==> src/rtl/efaf_pkg.sv <==
`default_nettype none

package efaf_pkg;

    // fixed field widths
    localparam int BYTE_W       = 8;
    localparam int LEN_W        = 12;
    localparam int COUNT_W      = 32;
    localparam int PORT_W       = 16;
    localparam int ETYPE_W      = 16;
    localparam int PROTO_W      = 8;
    localparam int ALLOW_W      = 4;
    localparam int CFG_INDEX_W  = 3;
    localparam int CFG_DATA_W   = 64;

    // default sizes
    localparam int DEF_PORT_SLOTS    = 8;
    localparam int DEF_MAX_FRAME_LEN = 2048;
    localparam int SLOTS_PER_WORD    = CFG_DATA_W / PORT_W;

    // header byte offsets
    localparam int POS_ETYPE_HI = 12;
    localparam int POS_ETYPE_LO = 13;
    localparam int POS_PROTO    = 23;
    localparam int POS_PORT_HI  = 34;
    localparam int POS_PORT_LO  = 35;
    localparam int MIN_FRAME    = 14;
    localparam int PORT_END     = 36;

    // header codes
    localparam logic [ETYPE_W-1:0] ETH_ARP    = 16'h0806;
    localparam logic [ETYPE_W-1:0] ETH_IPV4   = 16'h0800;
    localparam logic [PROTO_W-1:0] PROTO_ICMP = 8'd1;
    localparam logic [PROTO_W-1:0] PROTO_TCP  = 8'd6;
    localparam logic [PROTO_W-1:0] PROTO_UDP  = 8'd17;

    // bits of protocol_allow
    localparam int ARP_BIT  = 0;
    localparam int ICMP_BIT = 1;
    localparam int TCP_BIT  = 2;
    localparam int UDP_BIT  = 3;

    typedef enum logic [CFG_INDEX_W-1:0] {
        REG_FILTER_ENABLE = 3'd0,
        REG_PROTOCOL_ALLOW = 3'd1,
        REG_TCP_LOWER     = 3'd2,
        REG_TCP_UPPER     = 3'd3,
        REG_UDP_LOWER     = 3'd4,
        REG_UDP_UPPER     = 3'd5
    } cfg_index_t;

    typedef enum logic [1:0] {
        VERDICT_FORWARD  = 2'd0,
        VERDICT_SHORT    = 2'd1,
        VERDICT_FILTERED = 2'd2
    } verdict_t;

    // scalar configuration seen by the decision stage
    typedef struct packed {
        logic               filter_enable;
        logic [ALLOW_W-1:0] protocol_allow;
    } cfg_t;

    // header summary of one finished frame
    typedef struct packed {
        logic [ETYPE_W-1:0] ethertype;
        logic [PROTO_W-1:0] protocol;
        logic [PORT_W-1:0]  port;
        logic               short_frame;
    } frame_sum_t;

endpackage

`default_nettype wire

==> src/rtl/efaf_cfg.sv <==
`default_nettype none

module efaf_cfg
    import efaf_pkg::*;
#(
    parameter int PORT_SLOTS = DEF_PORT_SLOTS
) (
    input  wire logic                               clk,
    input  wire logic                               rst_n,
    input  wire logic                               cfg_we,
    input  wire logic [CFG_INDEX_W-1:0]             cfg_index,
    input  wire logic [CFG_DATA_W-1:0]              cfg_data,
    output cfg_t                                    cfg,
    output logic      [PORT_SLOTS-1:0][PORT_W-1:0]  tcp_slots,
    output logic      [PORT_SLOTS-1:0][PORT_W-1:0]  udp_slots
);

    logic                              filter_enable_reg;
    logic [ALLOW_W-1:0]                protocol_allow_reg;
    logic [PORT_SLOTS-1:0][PORT_W-1:0] tcp_slots_reg;
    logic [PORT_SLOTS-1:0][PORT_W-1:0] udp_slots_reg;

    // register writes, slots split over a lower and an upper word
    always_ff @(posedge clk or negedge rst_n)
    begin
        if (!rst_n)
        begin
            filter_enable_reg  <= 1'b0;
            protocol_allow_reg <= '0;
            tcp_slots_reg      <= '0;
            udp_slots_reg      <= '0;
        end
        else if (cfg_we)
        begin
            unique case (cfg_index_t'(cfg_index))
                REG_FILTER_ENABLE:  filter_enable_reg  <= cfg_data[0];
                REG_PROTOCOL_ALLOW: protocol_allow_reg <= cfg_data[ALLOW_W-1:0];
                REG_TCP_LOWER:
                begin
                    for (int k = 0; k < PORT_SLOTS; k++)
                        if (k < SLOTS_PER_WORD)
                            tcp_slots_reg[k] <= cfg_data[PORT_W*(k % SLOTS_PER_WORD) +: PORT_W];
                end
                REG_TCP_UPPER:
                begin
                    for (int k = 0; k < PORT_SLOTS; k++)
                        if (k >= SLOTS_PER_WORD)
                            tcp_slots_reg[k] <= cfg_data[PORT_W*(k % SLOTS_PER_WORD) +: PORT_W];
                end
                REG_UDP_LOWER:
                begin
                    for (int k = 0; k < PORT_SLOTS; k++)
                        if (k < SLOTS_PER_WORD)
                            udp_slots_reg[k] <= cfg_data[PORT_W*(k % SLOTS_PER_WORD) +: PORT_W];
                end
                REG_UDP_UPPER:
                begin
                    for (int k = 0; k < PORT_SLOTS; k++)
                        if (k >= SLOTS_PER_WORD)
                            udp_slots_reg[k] <= cfg_data[PORT_W*(k % SLOTS_PER_WORD) +: PORT_W];
                end
                default:
                begin
                end
            endcase
        end
    end

    assign cfg.filter_enable  = filter_enable_reg;
    assign cfg.protocol_allow = protocol_allow_reg;
    assign tcp_slots          = tcp_slots_reg;
    assign udp_slots          = udp_slots_reg;

endmodule

`default_nettype wire

==> src/rtl/efaf_parse.sv <==
`default_nettype none

module efaf_parse
    import efaf_pkg::*;
#(
    parameter int MAX_FRAME_LEN = DEF_MAX_FRAME_LEN
) (
    input  wire logic              clk,
    input  wire logic              rst_n,
    input  wire logic              in_valid,
    output logic                   in_stall,
    input  wire logic [BYTE_W-1:0] frame_byte,
    input  wire logic              last_byte,
    input  wire logic              sum_ready,
    output logic                   sum_valid,
    output frame_sum_t             sum,
    output logic      [LEN_W-1:0]  sum_length
);

    localparam int POS_W = $clog2(MAX_FRAME_LEN + 1);

    logic [POS_W-1:0]   pos_reg;
    logic [ETYPE_W-1:0] ethertype_reg, ethertype_next;
    logic [PROTO_W-1:0] protocol_reg, protocol_next;
    logic [PORT_W-1:0]  port_reg, port_next;
    logic [POS_W-1:0]   length;
    logic               accept;
    logic               sum_valid_reg;
    frame_sum_t         sum_reg, sum_next;
    logic [LEN_W-1:0]   sum_length_reg;

    // one frame summary slot, freed as the decision stage takes it
    assign in_stall = sum_valid_reg && !sum_ready;
    assign accept   = in_valid && !in_stall;

    // header capture including the current byte
    always_comb
    begin
        ethertype_next = ethertype_reg;
        protocol_next  = protocol_reg;
        port_next      = port_reg;
        unique case (pos_reg)
            POS_W'(POS_ETYPE_HI): ethertype_next = {frame_byte, ethertype_reg[BYTE_W-1:0]};
            POS_W'(POS_ETYPE_LO): ethertype_next = {ethertype_reg[ETYPE_W-1:BYTE_W], frame_byte};
            POS_W'(POS_PROTO):    protocol_next  = frame_byte;
            POS_W'(POS_PORT_HI):  port_next      = {frame_byte, port_reg[BYTE_W-1:0]};
            POS_W'(POS_PORT_LO):  port_next      = {port_reg[PORT_W-1:BYTE_W], frame_byte};
            default:
            begin
            end
        endcase
    end

    // length so far, held at the maximum for overlong frames
    assign length = (pos_reg < POS_W'(MAX_FRAME_LEN)) ? pos_reg + 1'b1
                                                      : POS_W'(MAX_FRAME_LEN);

    // summary of the finished frame
    always_comb
    begin
        sum_next.ethertype   = ethertype_next;
        sum_next.protocol    = protocol_next;
        sum_next.port        = (length >= POS_W'(PORT_END)) ? port_next : '0;
        sum_next.short_frame = (length < POS_W'(MIN_FRAME));
    end

    // per-frame parse state
    always_ff @(posedge clk or negedge rst_n)
    begin
        if (!rst_n)
        begin
            pos_reg       <= '0;
            ethertype_reg <= '0;
            protocol_reg  <= '0;
            port_reg      <= '0;
        end
        else if (accept)
        begin
            if (last_byte)
            begin
                pos_reg       <= '0;
                ethertype_reg <= '0;
                protocol_reg  <= '0;
                port_reg      <= '0;
            end
            else
            begin
                pos_reg       <= length;
                ethertype_reg <= ethertype_next;
                protocol_reg  <= protocol_next;
                port_reg      <= port_next;
            end
        end
    end

    // summary valid flag
    always_ff @(posedge clk or negedge rst_n)
    begin
        if (!rst_n)
            sum_valid_reg <= 1'b0;
        else if (accept && last_byte)
            sum_valid_reg <= 1'b1;
        else if (sum_ready)
            sum_valid_reg <= 1'b0;
    end

    // summary payload
    always_ff @(posedge clk)
    begin
        if (accept && last_byte)
        begin
            sum_reg        <= sum_next;
            sum_length_reg <= LEN_W'(length);
        end
    end

    assign sum_valid  = sum_valid_reg;
    assign sum        = sum_reg;
    assign sum_length = sum_length_reg;

endmodule

`default_nettype wire

==> src/rtl/efaf_decide.sv <==
`default_nettype none

module efaf_decide
    import efaf_pkg::*;
#(
    parameter int PORT_SLOTS = DEF_PORT_SLOTS
) (
    input  wire logic                              clk,
    input  wire logic                              rst_n,
    input  wire cfg_t                              cfg,
    input  wire logic [PORT_SLOTS-1:0][PORT_W-1:0] tcp_slots,
    input  wire logic [PORT_SLOTS-1:0][PORT_W-1:0] udp_slots,
    input  wire logic                              sum_valid,
    input  wire frame_sum_t                        sum,
    input  wire logic [LEN_W-1:0]                  sum_length,
    output logic                                   sum_ready,
    output logic                                   out_valid,
    input  wire logic                              out_stall,
    output logic      [1:0]                        verdict,
    output logic      [LEN_W-1:0]                  frame_length,
    output logic      [COUNT_W-1:0]                forwarded_total,
    output logic      [COUNT_W-1:0]                filtered_total
);

    logic               tcp_hit, udp_hit;
    logic               is_arp, is_ipv4;
    logic               allowed;
    logic               load;
    verdict_t           verdict_next;
    logic               out_valid_reg;
    verdict_t           verdict_reg;
    logic [LEN_W-1:0]   frame_length_reg;
    logic [COUNT_W-1:0] forwarded_reg, forwarded_next;
    logic [COUNT_W-1:0] filtered_reg, filtered_next;

    assign sum_ready = !out_valid_reg || !out_stall;
    assign load      = sum_valid && sum_ready;

    // port slot compares, a zero slot matches any port
    always_comb
    begin
        tcp_hit = 1'b0;
        udp_hit = 1'b0;
        for (int k = 0; k < PORT_SLOTS; k++)
        begin
            if (tcp_slots[k] == '0 || tcp_slots[k] == sum.port)
                tcp_hit = 1'b1;
            if (udp_slots[k] == '0 || udp_slots[k] == sum.port)
                udp_hit = 1'b1;
        end
    end

    // protocol rules
    assign is_arp  = (sum.ethertype == ETH_ARP);
    assign is_ipv4 = (sum.ethertype == ETH_IPV4);

    always_comb
    begin
        priority if (!cfg.filter_enable)
            allowed = 1'b1;
        else if (is_arp)
            allowed = cfg.protocol_allow[ARP_BIT];
        else if (is_ipv4 && sum.protocol == PROTO_ICMP)
            allowed = cfg.protocol_allow[ICMP_BIT];
        else if (is_ipv4 && sum.protocol == PROTO_TCP)
            allowed = cfg.protocol_allow[TCP_BIT] && tcp_hit;
        else if (is_ipv4 && sum.protocol == PROTO_UDP)
            allowed = cfg.protocol_allow[UDP_BIT] && udp_hit;
        else
            allowed = 1'b1;
    end

    // verdict and saturating counters
    always_comb
    begin
        forwarded_next = forwarded_reg;
        filtered_next  = filtered_reg;
        priority if (sum.short_frame)
            verdict_next = VERDICT_SHORT;
        else if (allowed)
        begin
            verdict_next = VERDICT_FORWARD;
            if (forwarded_reg != '1)
                forwarded_next = forwarded_reg + 1'b1;
        end
        else
        begin
            verdict_next = VERDICT_FILTERED;
            if (filtered_reg != '1)
                filtered_next = filtered_reg + 1'b1;
        end
    end

    // control state and counters
    always_ff @(posedge clk or negedge rst_n)
    begin
        if (!rst_n)
        begin
            out_valid_reg <= 1'b0;
            forwarded_reg <= '0;
            filtered_reg  <= '0;
        end
        else
        begin
            if (sum_ready)
                out_valid_reg <= sum_valid;
            if (load)
            begin
                forwarded_reg <= forwarded_next;
                filtered_reg  <= filtered_next;
            end
        end
    end

    // result payload
    always_ff @(posedge clk)
    begin
        if (load)
        begin
            verdict_reg      <= verdict_next;
            frame_length_reg <= sum_length;
        end
    end

    assign out_valid       = out_valid_reg;
    assign verdict         = verdict_reg;
    assign frame_length    = frame_length_reg;
    assign forwarded_total = forwarded_reg;
    assign filtered_total  = filtered_reg;

endmodule

`default_nettype wire

==> src/rtl/ethernet_frame_allowlist_filter.sv <==
// the result of a frame's last byte goes through the header summary register, then the decision register
// throughput: one byte per cycle while in_stall is low, sustained across frames, set by the
//   single header register and the single decision register that follows it
// a stalled result holds the decision register; bytes keep flowing until a second result waits
// reset (asynchronous, active low) clears configuration, counters, parse state and valids
`default_nettype none

module ethernet_frame_allowlist_filter
    import efaf_pkg::*;
#(
    parameter int PORT_SLOTS    = DEF_PORT_SLOTS,
    parameter int MAX_FRAME_LEN = DEF_MAX_FRAME_LEN
) (
    input  wire logic                   clk,
    input  wire logic                   rst_n,
    input  wire logic                   cfg_we,
    input  wire logic [CFG_INDEX_W-1:0] cfg_index,
    input  wire logic [CFG_DATA_W-1:0]  cfg_data,
    input  wire logic                   in_valid,
    output logic                        in_stall,
    input  wire logic [BYTE_W-1:0]      frame_byte,
    input  wire logic                   last_byte,
    output logic                        out_valid,
    input  wire logic                   out_stall,
    output logic      [1:0]             verdict,
    output logic      [LEN_W-1:0]       frame_length,
    output logic      [COUNT_W-1:0]     forwarded_total,
    output logic      [COUNT_W-1:0]     filtered_total
);

    cfg_t                              cfg;
    logic [PORT_SLOTS-1:0][PORT_W-1:0] tcp_slots;
    logic [PORT_SLOTS-1:0][PORT_W-1:0] udp_slots;
    logic                              sum_valid;
    logic                              sum_ready;
    frame_sum_t                        sum;
    logic [LEN_W-1:0]                  sum_length;

    // configuration registers
    efaf_cfg #(
        .PORT_SLOTS (PORT_SLOTS)
    ) u_cfg (
        .clk       (clk),
        .rst_n     (rst_n),
        .cfg_we    (cfg_we),
        .cfg_index (cfg_index),
        .cfg_data  (cfg_data),
        .cfg       (cfg),
        .tcp_slots (tcp_slots),
        .udp_slots (udp_slots)
    );

    // byte parser and header summary register
    efaf_parse #(
        .MAX_FRAME_LEN (MAX_FRAME_LEN)
    ) u_parse (
        .clk        (clk),
        .rst_n      (rst_n),
        .in_valid   (in_valid),
        .in_stall   (in_stall),
        .frame_byte (frame_byte),
        .last_byte  (last_byte),
        .sum_ready  (sum_ready),
        .sum_valid  (sum_valid),
        .sum        (sum),
        .sum_length (sum_length)
    );

    // filter decision, counters and result register
    efaf_decide #(
        .PORT_SLOTS (PORT_SLOTS)
    ) u_decide (
        .clk             (clk),
        .rst_n           (rst_n),
        .cfg             (cfg),
        .tcp_slots       (tcp_slots),
        .udp_slots       (udp_slots),
        .sum_valid       (sum_valid),
        .sum             (sum),
        .sum_length      (sum_length),
        .sum_ready       (sum_ready),
        .out_valid       (out_valid),
        .out_stall       (out_stall),
        .verdict         (verdict),
        .frame_length    (frame_length),
        .forwarded_total (forwarded_total),
        .filtered_total  (filtered_total)
    );

endmodule

`default_nettype wire

==> config.mk <==
export PLATFORM = sky130hd
export DESIGN_NAME = ethernet_frame_allowlist_filter
export DESIGN_NICKNAME = d
export VERILOG_FILES = /design/src/rtl/efaf_pkg.sv /design/src/rtl/efaf_cfg.sv /design/src/rtl/efaf_parse.sv /design/src/rtl/efaf_decide.sv /design/src/rtl/ethernet_frame_allowlist_filter.sv
export SDC_FILE = /design/constraint.sdc
export NUM_CORES = 1
export LEC_CHECK = 0
export CORE_MARGIN = 4
export CORE_UTILIZATION = 60
export CTS_CLUSTER_DIAMETER = 120
export CTS_CLUSTER_SIZE = 10
export DETAILED_ROUTE_END_ITERATION = 8
export DONT_BUFFER_PORTS = 1
export HOLD_SLACK_MARGIN = 0.12
export MAX_ROUTING_LAYER = met4
export PLACE_DENSITY = 0.76
export SLEW_MARGIN = 30
export SYNTH_ARGS = -nofsm -noshare
export SYNTH_HDL_FRONTEND = slang
export SYNTH_HIERARCHICAL = 1
export SYNTH_SLANG_ARGS = --single-unit
==> constraint.sdc <==
create_clock -name clk -period 5.9 [get_ports clk]
set_input_delay 1.18 -clock clk [delete_from_list [all_inputs] [get_ports clk]]
set_output_delay 1.18 -clock clk [all_outputs]
set_load 0.005 [all_outputs]
==> impl_metrics.yaml <==
setup_path:
  regToRegEndpoint: "u_decide/forwarded_total[1]"
  reg2reg_slack_ns: 2.29
  worst-endpoint-arrival_ns: 4.06
  reg2reg_from: "u_parse/sum[6]"
  worstSetupPathType: "register to register"
  path_cells: "buf_4 > xnor2_1 > nand4_1 > nor4_1 > and4b_1 > nand4_1 > a31oi_2 > buf_4 > nor2_1 > mux2_2"
  reg2reg_depth: 10
  worstPathRequired_ns: 6.35
  path_max_fanout: 31
  cp-end-kind: "register"
  crit_path_start_kind: "register"
  cpMaxStageDelayCell: "edfxtp_1"
  slowest_delay_ns: 0.84
final_layout:
  final-instance-count-excl-fill: 2237
  design_area_um2: 24000
  drive_above_1_share_pct: 21.1
  layout.nets: 1838
  fin_util_pct: 65.3
  areaGrowthSynthToFinish_pct: 6.91
  n_antenna_cell: 0
logic_synthesis:
  synth_edf_count: 67
  synth_area_um2: 22500
  yosysSeqAreaShare_pct: 51.1
  synth-seq-cells: 446
  yosysMostFrequentCell: "dfrtp_1"
  yosysWarnings: 6
  synth_fp_nets: 1876
  synth_top_area_share_pct: 42.2
  synthCells: 1789
  synth_cell_types: 66
  synth_area_per_cell_um2: 12.6
  synth_flop_cell: "dfrtp_1"
  synth_area_leaders: "dfrtp_1 42%, xnor2_1 9.5%, edfxtp_1 9.0%"
  async_flop_share_pct: 85.0
  synth_top_cell_by_area: "dfrtp_1"
  netlist_top_cells_count: "379 x dfrtp_1, 243 x xnor2_1, 151 x mux2_2, 120 x mux2_4, 107 x nand4_1"
timing:
  fmax_mhz: 277
  hold_violations: 0
  layout_min_cycle_time_ns: 3.61
  fin_crit_sh_pct: 61.2
  worst_pin_slew_ns: 0.922
  slew-limit-headroom_pct: 38.3
  finalSetupViolCount: 0
  fin_setup_tns_ns: 0
  final_max_slew_viol_count: 0
  rsz0062_at_grt: "false"
  finClkSkew_ns: 0.0165
run:
  maxCapViolations: 0
place:
  io_buffers: 0
  dp_hpwl_um: 37700
  gp_congestion: 0.941
  post_dp_cell_area_um2: 22600
  post-place-cells: 2166
floorplan:
  core_um2: 36800
  dieArea_um2: 40600
  die_w_um: 202
  io_pins: 161
  start_util_pct: 61.1
  fp.dieH_um: 202
  num_rows: 70
clock_tree:
  cts_setup_buffers: 0
  cts.sinks: 446
  insertion_delay_ns: 0.57
  post_cts_resized: 0
  cts.path.max_buffers: 3
  cts_hold_buf: 0
  cts-htree-levels: 2
  cts_made_buffers: 50
  ctsRootBufferMaster: "clkbuf_16"
  clk_pin_slew_ns: 0.06
  cts_tree: "yes"
detailed_routing:
  wl_um: 55900
  final_antenna_net_count: 0
  drt-initial-drc-count: 1112
  wl_per_cell_um: 25.0
  vias: 14600
  dr.pass1.iters: 6
  vias_per_cell: 6.52
  drc_errors: 0
global_routing:
  grt_usage_pct: 28.1
  grt_pass1_wl_um: 88500
  grt_pass1_vias: 15400
  overflow: 0
  grt_max_degree: 380
  antenna_found_initial: 0
power_and_ir_drop:
  internal_power_mw: 5.95
  ir_worst_vdd_mv: 0.216
  combinationalPowerShare_pct: 14.7
  switchingPower_mw: 2.10
  p_per_area_nw_per_um2: 335
  power_frac_seq_pct: 50.9
  clock_power_share_pct: 34.4
  p_sw_share_pct: 26.1
  p_leak_nw: 9.74
  power.total_mw: 8.05
status:
  status: "complete, no violations"
min_path:
  hold_path.class: "input port to async pin"
## worst max path at each step
stage,start,to,slack [ns]
2_1_floorplan,out_stall,u_parse/sum[0],1.37
3_3_place_gp,out_stall,u_decide/filtered_total[1],2.38
3_5_place_dp,u_parse/sum[6],u_decide/forwarded_total[1],2.33
4_1_cts,u_parse/sum[6],u_decide/forwarded_total[1],2.31
5_1_grt,u_parse/sum[6],u_decide/forwarded_total[1],2.14
6_report,u_parse/sum[6],u_decide/forwarded_total[1],2.29
## through the flow
stage	worst slack, ns	hold slack, ns
finish	2.29	0.311
global route	2.14	0.293
CTS	2.31	0.294
detailed placement	2.33	0.408
global placement	2.38	0.404
floorplan	1.37	0.400
## per-layer routing
layer	GRT usage (%)	wire length, um	vias up
li1	-	-	6436
met2	44.2	26700	560
met3	5.56	4030	152
met5	-	0	-
met1	36.5	23100	7437
met4	11.0	2040	0
## kinds of logic (layout without fill, tap and decap cells)
family	after synthesis	count (layout)	share of synthesized area, %
buffers and inverters	132	112	3.29
adders and majority gates	6	6	0.334
AOI/OAI and AO/OA	139	139	4.60
and+or+nand+nor	469	469	12.3
muxes	272	272	15.6
xor gates and xnor gates	325	325	12.7
DFF	446	446	51.1
## critical path: cells and delay by family, from the launching register on
kind | cells | cell delay, ns
buffers and inverters | 2 | 0.61
flip-flops | 1 | 0.84
multiplexers | 1 | 0.36
XOR/XNOR | 1 | 0.16
AND/OR/NAND/NOR | 5 | 1.38
AO/OA/AOI/OAI | 1 | 0.12
## power groups by stage
stage	sequential, mW	combinational, mW	clock [mW]
3_3_place_gp	4.12	1.13	0
3_5_place_dp	4.14	1.17	0
2_1_floorplan	3.97	1.04	0
4_1_cts	4.09	1.18	2.82
6_report	4.10	1.18	2.77
5_1_grt	4.15	1.28	2.95
## cell usage in the layout (no fill, tap or decap), types with 24 or more instances in the layout
| cell type | count |
|---|---|
| xnor2_1 | 243 |
| edfxtp_1 | 67 |
| and3_1 | 26 |
| nor4_1 | 100 |
| xor2_1 | 82 |
| buf_4 | 24 |
| nand3_1 | 36 |
| dfrtp_1 | 379 |
| mux2_4 | 120 |
| a22o_1 | 42 |
| nand2_1 | 59 |
| clkbuf_16 | 51 |
| o21ai_0 | 29 |
| nor2_1 | 45 |
| nand4_1 | 107 |
| mux2_2 | 151 |
## final cells by class
cell class	instances	area (um2)
clock inverters	2	38.8
flip-flops and latches	446	11500
inverters	15	56.3
fillers	2712	12800
multi-input cells	1211	10300
well taps	468	586
clock buffers	68	1340
repair buffers	27	230
No activity file was read; power rests on OpenSTA's default activity.
